===== config.mk =====
export PLATFORM = sky130hd
export DESIGN_NAME = scp_hrn_cell
export DESIGN_NICKNAME = d
export VERILOG_FILES = /design/src/hw/rtl/scp_pkg.sv /design/src/hw/rtl/scp_hrn_cell.sv
export SDC_FILE = /design/constraint.sdc
export NUM_CORES = 2
export LEC_CHECK = 0
export BUFFER_PORTS_ARGS = -buffer_cell sky130_fd_sc_hd__buf_2
export CAP_MARGIN = 40
export CELL_PAD_IN_SITES_DETAIL_PLACEMENT = 2
export CELL_PAD_IN_SITES_GLOBAL_PLACEMENT = 2
export CORE_MARGIN = 3
export CORE_UTILIZATION = 33
export CTS_CLUSTER_DIAMETER = 200
export CTS_CLUSTER_SIZE = 28
export DETAILED_ROUTE_END_ITERATION = 8
export PLACE_DENSITY_LB_ADDON = 0.1
export SYNTH_ARGS = -nofsm -noshare
export SYNTH_HDL_FRONTEND = slang
export SYNTH_SLANG_ARGS = --single-unit

===== constraint.sdc =====
create_clock -name i_clk -period 24.4 [get_ports i_clk]
set_clock_uncertainty 0.15 [all_clocks]
set_input_delay 4.88 -clock i_clk [delete_from_list [all_inputs] [get_ports i_clk]]
set_output_delay 4.88 -clock i_clk [all_outputs]
set_load 0.02 [all_outputs]

===== src/hw/rtl/scp_pkg.sv =====
`timescale 1ns / 1ps
// ----------------------------------------------------------------------------
// scp_pkg
// Widths, fixed-point constants and pipeline side-band types of the
// sine/cosine polynomial unit.
// ----------------------------------------------------------------------------
package scp_pkg;

    // Range reduction works on the angle in Q.32 plus a positive offset.
    localparam int U_W   = 41;
    localparam int R_W   = 35;
    localparam int RDC_N = 6;

    localparam logic [U_W-1:0] TAU_Q32    = 41'd26986075409;
    localparam logic [U_W-1:0] ANGLE_OFS  = 41'd593693658998;   // 22 * 2pi
    localparam logic [R_W-1:0] PI_Q32     = 35'd13493037705;
    localparam logic [R_W-1:0] HALFPI_Q32 = 35'd6746518852;
    localparam logic [R_W-1:0] PI3H_Q32   = 35'd20239556557;
    localparam logic [R_W-1:0] TAU_R      = 35'd26986075409;

    // Folded magnitude, t and s widths.
    localparam int MAG_W = 33;
    localparam int T_W   = 32;
    localparam int S_W   = 32;

    // Horner accumulator and product widths.
    localparam int ACC_W  = 34;
    localparam int PROD_W = ACC_W + S_W + 1;
    localparam int HRN_N  = 5;

    localparam logic signed [ACC_W-1:0] SIN_C0 = -34'sd103;
    localparam logic signed [ACC_W-1:0] COS_C0 = -34'sd1119;

    // Addend of each Horner step; the last step adds one in Q.32.
    localparam logic signed [ACC_W-1:0] SIN_ADD [HRN_N] = '{
        34'sd11822, -34'sd852160, 34'sd35791386, -34'sd715827882, 34'sd4294967296
    };
    localparam logic signed [ACC_W-1:0] COS_ADD [HRN_N] = '{
        34'sd106347, -34'sd5965021, 34'sd178956864, -34'sd2147483632, 34'sd4294967296
    };

    typedef struct packed {
        logic vld;
        logic req;
    } t_rdc_side;

    typedef struct packed {
        logic           vld;
        logic           req;
        logic           neg;
        logic [T_W-1:0] t;
    } t_hrn_side;

endpackage


===== src/hw/rtl/scp_hrn_cell.sv =====
`timescale 1ns / 1ps
// ----------------------------------------------------------------------------
// scp_hrn_cell
// One Horner step: acc * s in the first register stage, then rounding to
// Q.32 and adding the sine or cosine coefficient in the second.
// ----------------------------------------------------------------------------
module scp_hrn_cell (
    input  logic                            i_clk,
    input  logic                            i_rst_n,
    input  logic signed [scp_pkg::ACC_W-1:0] i_acc,
    input  logic [scp_pkg::S_W-1:0]         i_s,
    input  scp_pkg::t_hrn_side              i_side,
    input  logic signed [scp_pkg::ACC_W-1:0] i_add_sin,
    input  logic signed [scp_pkg::ACC_W-1:0] i_add_cos,
    output logic signed [scp_pkg::ACC_W-1:0] o_acc,
    output logic [scp_pkg::S_W-1:0]         o_s,
    output scp_pkg::t_hrn_side              o_side
);
    import scp_pkg::*;

    localparam logic signed [PROD_W-1:0] HALF_LSB = {{(PROD_W-30){1'b0}}, 1'b1, 29'd0};

    logic signed [PROD_W-1:0] n_prod;
    logic signed [PROD_W-1:0] r_prod;
    logic [S_W-1:0]           r_s1;
    t_hrn_side                r_side1;

    logic signed [PROD_W-1:0] n_sum;
    logic signed [PROD_W-1:0] n_rnd;
    logic signed [ACC_W-1:0]  n_acc;
    logic signed [ACC_W-1:0]  r_acc;
    logic [S_W-1:0]           r_s2;
    t_hrn_side                r_side2;

    always_comb begin
        n_prod = i_acc * $signed({1'b0, i_s});
    end

    // Arithmetic shift of the biased product rounds to nearest, ties upward.
    always_comb begin
        n_sum = r_prod + HALF_LSB;
        n_rnd = n_sum >>> 30;
        n_acc = $signed(n_rnd[ACC_W-1:0]) + (r_side1.req ? i_add_cos : i_add_sin);
    end

    always_ff @(posedge i_clk) begin
        if (!i_rst_n) begin
            r_side1.vld <= 1'b0;
            r_side2.vld <= 1'b0;
        end else begin
            r_side1 <= i_side;
            r_side2 <= r_side1;
        end
    end

    always_ff @(posedge i_clk) begin
        r_prod <= n_prod;
        r_s1   <= i_s;
        r_acc  <= n_acc;
        r_s2   <= r_s1;
    end

    assign o_acc  = r_acc;
    assign o_s    = r_s2;
    assign o_side = r_side2;

endmodule


==> metrics.md <==
| Metric | Value |
|---|---|
| Critical path endpoint category | flop |
| Required @ worst endpoint | 24760 ps |
| Initial Utilization | 0.334 |
| Final core occ | 0.362 |
| Vias in the first global route | 36700 |
| Levels on crit path | 24 |
| Flops & latches, synth | 203 |
| CP max stage cell | buf_2 |
| Setup Viol. Count Final | 0 |
| Final Hold Viols | 0 |
| Core Area | 134000 um2 |
| Mapped cell area | 44700 um2 |
| Post-synth top area share | 0.498 |
| Slowest stage delay, CP | 700 ps |
| R2R depth | 16 |
| Row cnt | 134 |
| Fin Setup TNS | 0 ps |
| Avg Inst Size Synth | 9.85 um2 |
| Placer Congestion | 0.803 |
| Initial antenna violation count | 10 |
| Reg clk slew, reported paths | 120 ps |
| Share of layout cells above drive strength 1 | 0.0845 |
| Iter 0 DRT Violations | 1356 |
| TritonCTS buffer count | 12 |
| Ys Warns | 0 |
| Post-CTS resize count | 0 |
| Setup CP Type | input port to flop |
| Drt first pass iters | 5 |
| Async set-reset flop share out of synthesis | 0 |
| First-pass GRT wire length | 229 mm |
| CP Launch Type | input port |
| Clock Latency Late Sink | 570 ps |
| Most common cell on crit path | fa_1 |
| Crit path DAT | 13250 ps |
| Part of the Yosys area used for sequential elements | 0.106 |
| HP Class | flop to flop |
| Nets | 6166 |
| CTS tree | built |
| Crit path max fanout | 32 |
| Die Wd | 374 um |
| Largest area contributor in the netlist | fa_1 |
| Status | finished, final reports clean |
| Worst hold path cell count | 0 |
| Top cells by area, synth | fa_1, and2_1, inv_1 |
| CP cell instances | buf_2 > and2_1 > fa_1 > fa_1 > inv_1 > fa_1 > fa_1 > inv_1 > fa_1 > fa_1 > fa_1 > inv_1 > fa_1 > inv_1 > ha_1 > and3_1 > nor4b_1 > a311o_1 > nor3_2 > o31ai_4 > a21oi_2 > o21a_1 > o211ai_2 > xor2_1 |
| Max cap viols | 0 |
| Post-DP HPWL | 119 mm |
| Synth Flop Type | dfxtp_1 |
| Synth unique cells | 67 |
| Slew HR | 0.372 |
| Post-DR wirelength/cell | 22.6 um |
| Clk root buf | clkbuf_16 |
| Largest net degree at the start of global routing | 71 |
| I/O pins | 272 |
| Area Growth Syn to Fin | 8.48% |
| Vias | 30400 |
| Worst-Margin Slew | 942 ps |
| Drt drc | 0 |
| Top delay family on crit path | adder cells |
| Clock sinks | 203 |
| Maximum clock frequency | 0.0776 GHz |
| Final wirelength | 145 mm |
| Die footprint | 140000 um2 |
| Hold Buf Count CTS | 0 |
| Post-Syn Nets | 6040 |
| Worst Path Buf+Inv | 5 |
| # Post-CTS Setup Buffers | 0 |
| Pins Over Slew Limit | 0 |
| RSZ-0062 raised after global routing | no |
| Max Root-Sink Buffers | 3 |
| Fin crit period | 12890 ps |
| Total GRT Usage | 0.215 |
| Remaining global-route overflow | 0 |
| Die Y | 374 um |
| Vias per inst | 4.72 |
| Synthesized instance count | 4541 |
| Antenna viol nets, final | 0 |
| Buffers on Ports | 271 |
| Number of synthesized flops with an enable pin | 68 |
| H-tree depth | 1 |
| Fin crit share | 0.528 |
through the flow:
step / instance area (um2) / worst slack, ps / hold WS, ps / instances
floorplan: 44700 / 12130 / 160 / 4541
global placement: 47800 / 10950 / 160 / 6407
detailed placement: 48100 / 10910 / 163 / 6421
CTS: 48500 / 11490 / 180 / 6441
global route: 48500 / 11090 / 181 / 6441
finish: 48500 / 11510 / 178 / 6444
sequential cells by signal, summed over array words and instances (netlist names):
name / cells
r_prod: 35
o_acc: 34
o_s: 32
r_s1: 32
r_side1: 35
o_side: 35
worst paths after layout:
check	from	slack, ps	end
setup reg to reg	r_prod[35]$_DFF_P_	20080	o_acc[29]$_DFF_P_
setup / recovery	i_acc[16]	11510	r_prod[59]$_DFF_P_
hold / removal	r_s1[26]$_DFF_P_	180	o_s[26]$_DFF_P_
hold reg to reg	r_s1[26]$_DFF_P_	180	o_s[26]$_DFF_P_
layout by cell type, fill, tap and decap left out, types with 14 or more instances in the layout:
master       n
a21oi_1     72
dfxtp_1    135
buf_2      272
ha_1       216
o21ai_0     30
xnor2_1     81
xor2_1      35
inv_1     1100
a21o_1      47
edfxtp_1    68
buf_4       46
fa_1      1112
and2_1     757
mux2_2      33
nor2_1      48
nand3_1     32
nand2_1    383
and3_1      14
nand4_1     21
final cells by class:
type,count,area [um2]
well taps,1768,2210
diodes,3,7.51
flip-flops and latches,203,4740
fillers,14700,85500
clock inverters,4,55.1
repair buffers,331,2000
clock buffers,16,337
inverters,1101,4130
multi-input cells,3018,35000
cell usage after synthesis (9+ instances only):
library cell / number
edfxtp_1: 68
o21ai_1: 12
clkbuf_1: 216
nand2_1: 383
xor2_1: 35
ha_1: 216
and3_1: 14
nand2b_1: 11
fa_1: 1112
nor3_1: 11
a21oi_1: 72
and2_1: 757
nor2b_1: 9
a211oi_1: 10
inv_1: 1100
o21a_1: 10
xnor2_1: 81
nand4_1: 21
nor2_1: 48
o21ai_0: 30
a21o_1: 47
mux2_2: 33
dfxtp_1: 135
nand3_1: 32
kinds of logic after synthesis:
kind of cell               Yosys count  synth area share
adders and majority gates         1328             0.558
buffers and inverters             1320             0.111
and+or+nand+nor                   1307             0.158
AOI/OAI and AO/OA                  233            0.0352
DFF                                203             0.106
xor gates and xnor gates           116            0.0227
muxes                               34           0.00853
routing by layer:
metal  wire length, um  vias up  GRT usage
met2             68300      519      0.362
met4              4240        4     0.0539
li1                  -    13400          -
met1             67000    16400      0.295
met3              5790      126     0.0244
met5                33        -          0
Power is left out: the tool's default activity adds up to more than one toggle a clock period on the data nets, which glitch-free logic cannot reach.
