<file path="src/hw/rtl/scp_pkg.sv">
`timescale 1ns / 1ps
// ----------------------------------------------------------------------------
// scp_pkg
// Widths, fixed-point constants and pipeline side-band types of the
// sine/cosine polynomial unit.
// ----------------------------------------------------------------------------
package scp_pkg;

    // Range reduction works on the angle in Q.32 plus a positive offset.
    localparam int U_W   = 41;
    localparam int R_W   = 35;
    localparam int RDC_N = 6;

    localparam logic [U_W-1:0] TAU_Q32    = 41'd26986075409;
    localparam logic [U_W-1:0] ANGLE_OFS  = 41'd593693658998;   // 22 * 2pi
    localparam logic [R_W-1:0] PI_Q32     = 35'd13493037705;
    localparam logic [R_W-1:0] HALFPI_Q32 = 35'd6746518852;
    localparam logic [R_W-1:0] PI3H_Q32   = 35'd20239556557;
    localparam logic [R_W-1:0] TAU_R      = 35'd26986075409;

    // Folded magnitude, t and s widths.
    localparam int MAG_W = 33;
    localparam int T_W   = 32;
    localparam int S_W   = 32;

    // Horner accumulator and product widths.
    localparam int ACC_W  = 34;
    localparam int PROD_W = ACC_W + S_W + 1;
    localparam int HRN_N  = 5;

    localparam logic signed [ACC_W-1:0] SIN_C0 = -34'sd103;
    localparam logic signed [ACC_W-1:0] COS_C0 = -34'sd1119;

    // Addend of each Horner step; the last step adds one in Q.32.
    localparam logic signed [ACC_W-1:0] SIN_ADD [HRN_N] = '{
        34'sd11822, -34'sd852160, 34'sd35791386, -34'sd715827882, 34'sd4294967296
    };
    localparam logic signed [ACC_W-1:0] COS_ADD [HRN_N] = '{
        34'sd106347, -34'sd5965021, 34'sd178956864, -34'sd2147483632, 34'sd4294967296
    };

    typedef struct packed {
        logic vld;
        logic req;
    } t_rdc_side;

    typedef struct packed {
        logic           vld;
        logic           req;
        logic           neg;
        logic [T_W-1:0] t;
    } t_hrn_side;

endpackage

</file>
<file path="src/hw/rtl/scp_rdc_cell.sv">
`timescale 1ns / 1ps
// ----------------------------------------------------------------------------
// scp_rdc_cell
// One step of the modulo-2pi reduction: subtracts a fixed multiple of 2pi
// when the running value is at least that large, then registers the result.
// ----------------------------------------------------------------------------
module scp_rdc_cell (
    input  logic                      i_clk,
    input  logic                      i_rst_n,
    input  logic [scp_pkg::U_W-1:0]   i_u,
    input  logic [scp_pkg::U_W-1:0]   i_sub,
    input  scp_pkg::t_rdc_side        i_side,
    output logic [scp_pkg::U_W-1:0]   o_u,
    output scp_pkg::t_rdc_side        o_side
);
    import scp_pkg::*;

    logic [U_W:0]   n_diff;
    logic [U_W-1:0] n_u;
    logic [U_W-1:0] r_u;
    t_rdc_side      r_side;

    always_comb begin
        n_diff = {1'b0, i_u} - {1'b0, i_sub};
        n_u    = n_diff[U_W] ? i_u : n_diff[U_W-1:0];
    end

    always_ff @(posedge i_clk) begin
        if (!i_rst_n) begin
            r_side.vld <= 1'b0;
        end else begin
            r_side <= i_side;
        end
    end

    always_ff @(posedge i_clk) begin
        r_u <= n_u;
    end

    assign o_u    = r_u;
    assign o_side = r_side;

endmodule

</file>
<file path="config.mk">
export PLATFORM = sky130hd
export DESIGN_NAME = scp_rdc_cell
export DESIGN_NICKNAME = d
export VERILOG_FILES = /design/src/hw/rtl/scp_pkg.sv /design/src/hw/rtl/scp_rdc_cell.sv
export SDC_FILE = /design/constraint.sdc
export NUM_CORES = 1
export LEC_CHECK = 0
export BUFFER_PORTS_ARGS = -buffer_cell sky130_fd_sc_hd__buf_4
export CORE_MARGIN = 5
export CORE_UTILIZATION = 28
export CTS_CLUSTER_DIAMETER = 150
export DETAILED_ROUTE_END_ITERATION = 7
export PLACE_DENSITY_LB_ADDON = 0.2
export SYNTH_ARGS = -nofsm -noshare
export SYNTH_HDL_FRONTEND = slang
export SYNTH_SLANG_ARGS = --single-unit
</file>
<file path="constraint.sdc">
create_clock -name i_clk -period 2.6 [get_ports i_clk]
set_clock_uncertainty 0.15 [all_clocks]
set_input_delay 0 -clock i_clk [delete_from_list [all_inputs] [get_ports i_clk]]
set_output_delay 0 -clock i_clk [all_outputs]
set_load 0.05 [all_outputs]
</file>
==> impl_results.rst <==
.. list-table::
   :header-rows: 1

   * - Metric
     - Value
   * - Crit end category
     - register
   * - Floorplan core area
     - 13,800 um^2
   * - Pre-antenna DRT Iters
     - 5
   * - Worst rel slew slack
     - approximately two thirds
   * - Most used flip-flop cell after synthesis
     - dfxtp_1
   * - Final setup fails
     - 0
   * - Number of CTS-inserted buffers
     - 5
   * - Initial Utilization
     - between 20% and 30%
   * - Number of buffers added for setup after CTS
     - 0
   * - Critical path type
     - primary input to register
   * - Height of the chip
     - 128 um
   * - Average via count per standard cell
     - about 4.7
   * - Via count of the first global-routing pass
     - 4,160
   * - Die Width
     - about 130 um
   * - Avg Synthesized Cell Area
     - 7.74 um^2
   * - Cell Area, Synth
     - 3900 um^2
   * - Crit path cell chain
     - dlygate4sd3_1, buf_4, ha_1, nand4_1, or3_1, o211ai_2, nand2_4, buf_12, o31ai_1
   * - Power share of the sequential group
     - 25.4%
   * - HPWL Detailed
     - 9.78 mm
   * - Max rail drop VDD
     - around 0.25 mV
   * - Power per cell area
     - 534 nW/um^2
   * - Clock-pin slew reported for the worst setup and hold paths after clock tree synthesis
     - 0.06 ns
   * - Asr flop ratio synth
     - 0%
   * - Number of antenna violations at the first check in global routing
     - 0
   * - Final wirelength
     - ~12 mm
   * - Leak Pwr
     - 2.93 nW
   * - # diodes
     - 0
   * - Final period util
     - 95.4%
   * - Transition at the pin with the smallest max-transition slack
     - 0.493 ns
   * - Cell Int Power
     - 1.91 mW
   * - Family with the most delay on the worst path
     - buffers and inverters
   * - Total buffers and inverters traversed by the critical path
     - 3
   * - Pin count of the biggest net entering global routing
     - 36
   * - Maximum level of the CTS H-tree
     - 2
   * - Row count
     - 43
   * - Total congestion overflow after global routing
     - 0
   * - Design Power
     - 3.18 mW
   * - Sequential-to-total area share from yosys stat
     - 22.3%
   * - DRC Markers
     - 0
   * - Post-route core utilization
     - between 40% and 50%
   * - Max stage delay on crit path
     - 0.54 ns
   * - Violations in the final reports
     - hold timing
   * - Accumulated negative setup slack
     - 0 ns
   * - Mapped Nets
     - 632
   * - Fraction of final layout cells with drive strength greater than 1
     - 29.4%
   * - Number of vias after detailed routing
     - 4,139
   * - Critical-path top delay cell
     - dlygate4sd3_1
   * - Mean routed wirelength per cell
     - roughly 14 um
   * - Worst hold slack after final layout
     - -0.195 ns
   * - Final Max Tran Viols
     - 0
   * - Total global routing track utilization
     - 14.4%
   * - GPL Wtd Cong
     - 0.827
   * - Count of flip-flops with a built-in enable after synthesis
     - 1
   * - Number of input and output port buffers inserted
     - about 130
   * - # nets final
     - 832
   * - Data arrival time of the worst path
     - approximately 2.5 ns
   * - Part of the power in combinational logic
     - 50.7%
   * - Post-synthesis cell count
     - 504
   * - Maxcap violations
     - 0
   * - Hold buffer count at CTS
     - 44
   * - Peak clock frequency supported by timing
     - 0.403 GHz
   * - Net load switching power
     - 1.27 mW
   * - Final period demand of the worst path
     - 2.48 ns
   * - Flip-flop and latch count after synthesis
     - 43
   * - Number of sinks handled by clock tree synthesis
     - 43
   * - Max Root-Sink Buffers
     - 2
   * - CTS tree
     - yes
   * - First-pass GRT wire length
     - around 20 mm
   * - Number of unique standard cell types used by synthesis
     - 62
   * - Critical path data required time
     - 2.63 ns
   * - Cell at the root of the clock tree
     - clkbuf_16
   * - Syn-to-layout area delta
     - 52.5%
   * - Number of placed I/O pins
     - 129
   * - Hold/Removal Path Class
     - primary input to register
   * - Type of element launching the critical path
     - primary input
   * - Iteration-0 DRC Markers
     - roughly 180
   * - Area of the die
     - 16,400 um^2
   * - Switching Share
     - 39.9%
   * - Detail Route Antenna Nets
     - 0
   * - Status
     - finished, violations left
   * - Clock power share
     - about a quarter
   * - Final hold vios
     - 1
   * - Critical Path Fanout Max
     - 18
   * - YS warnings
     - 0
[synthesized netlist by cell type, drive strengths merged (3+ instances only)]
library cell | count | share of area (%)
and4 | 4 | 0.96
xnor2 | 15 | 3.4
and2 | 9 | 1.5
a21oi | 48 | 6.4
nand2 | 65 | 6.3
a21o | 22 | 4.2
nor2b | 6 | 0.96
nand2b | 6 | 0.96
buf | 11 | 2.2
ha | 41 | 13
nand4 | 6 | 0.96
xor2 | 18 | 4.0
inv | 50 | 4.8
mux2 | 3 | 1.1
nand3 | 12 | 1.7
dfxtp | 42 | 22
nor3 | 9 | 1.3
o21bai | 6 | 1.2
a211oi | 4 | 0.90
a31oi | 5 | 0.80
o21ai | 49 | 6.3
nor2 | 20 | 2.1
o21a | 7 | 1.4
o211ai | 7 | 1.6
clkbuf | 6 | 0.58
and3 | 3 | 0.48
[per-stage QoR]
step | std cells | area (um^2) | worst slack, ns
after CTS | 884 | 5880 | 0.0440
final | 885 | 5950 | 0.120
after detailed placement | 832 | 5270 | -0.237
after floorplan | 504 | 3900 | 0.125
after global routing | 885 | 5950 | -0.00743
after global placement | 832 | 5270 | -0.172
[cells by family after synthesis]
logic type	count (synthesis)	share of synthesized area, %
simple gates	149	19.2
buf+inv	67	7.61
fa+ha+maj	42	13.7
xor+xnor	33	7.41
flops	43	22.3
compound gates	166	28.4
mux	4	1.32
[routing by layer]
metal	part of all wire, %	up-vias	global-route usage [%]
li1	-	2169	-
met1	48	1852	19.1
met2	46	107	24.5
met3	4.8	11	2.50
met4	1.4	0	3.37
met5	0	-	0
[sequential cells by signal (all words and copies together), names as in the netlist]
register and flops:
o_u 41, o_side 2
[power groups by stage]
stage / Sequential, mW / Combinational [mW] / Clock, mW
floorplan: 1.20 / 0.645 / 0
global placement: 0.823 / 1.52 / 0
detailed placement: 0.822 / 1.53 / 0
CTS: 0.808 / 1.59 / 0.789
global route: 0.818 / 1.75 / 0.812
finish: 0.806 / 1.61 / 0.761
[area by class of cell]
type	instances	area (um^2)
sequential	43	871
clock buffer	6	139
multi-input combinational	394	2760
clock inverter	2	35.0
tap	180	225
fill	1444	7830
timing repair buffer	210	1730
inverter	50	188
[repair_timing]
action	CTS	global route
hold endpoints to repair	44	1
setup endpoints to repair	0	27
resized for setup	0	11
[path summary, 6_finish.rpt]
kind                       to  depth (start not counted)  slack (ns)  startpoint
worst max-delay path  o_u[11]                          9        0.12     i_u[35]
worst min-delay path   o_u[1]                          3       -0.19      i_u[1]
[layout by cell type (no fill, tap or decap), types with 7 or more instances in the layout]
| cell type | Yosys | routed |
|---|---|---|
| nor3_1 | 8 | 8 |
| nor2_1 | 18 | 18 |
| ha_1 | 41 | 38 |
| inv_1 | 50 | 50 |
| nand2_1 | 64 | 64 |
| dfxtp_1 | 42 | 42 |
| nand3_1 | 11 | 11 |
| xnor2_1 | 15 | 15 |
| xor2_1 | 18 | 18 |
| dlygate4sd3_1 | 0 | 44 |
| o21ai_1 | 7 | 7 |
| and2_1 | 7 | 7 |
| buf_4 | 0 | 163 |
| o21ai_0 | 42 | 42 |
| a21oi_1 | 46 | 43 |
| a21o_1 | 22 | 22 |
Note: power is estimated with default switching activity, not from simulation.
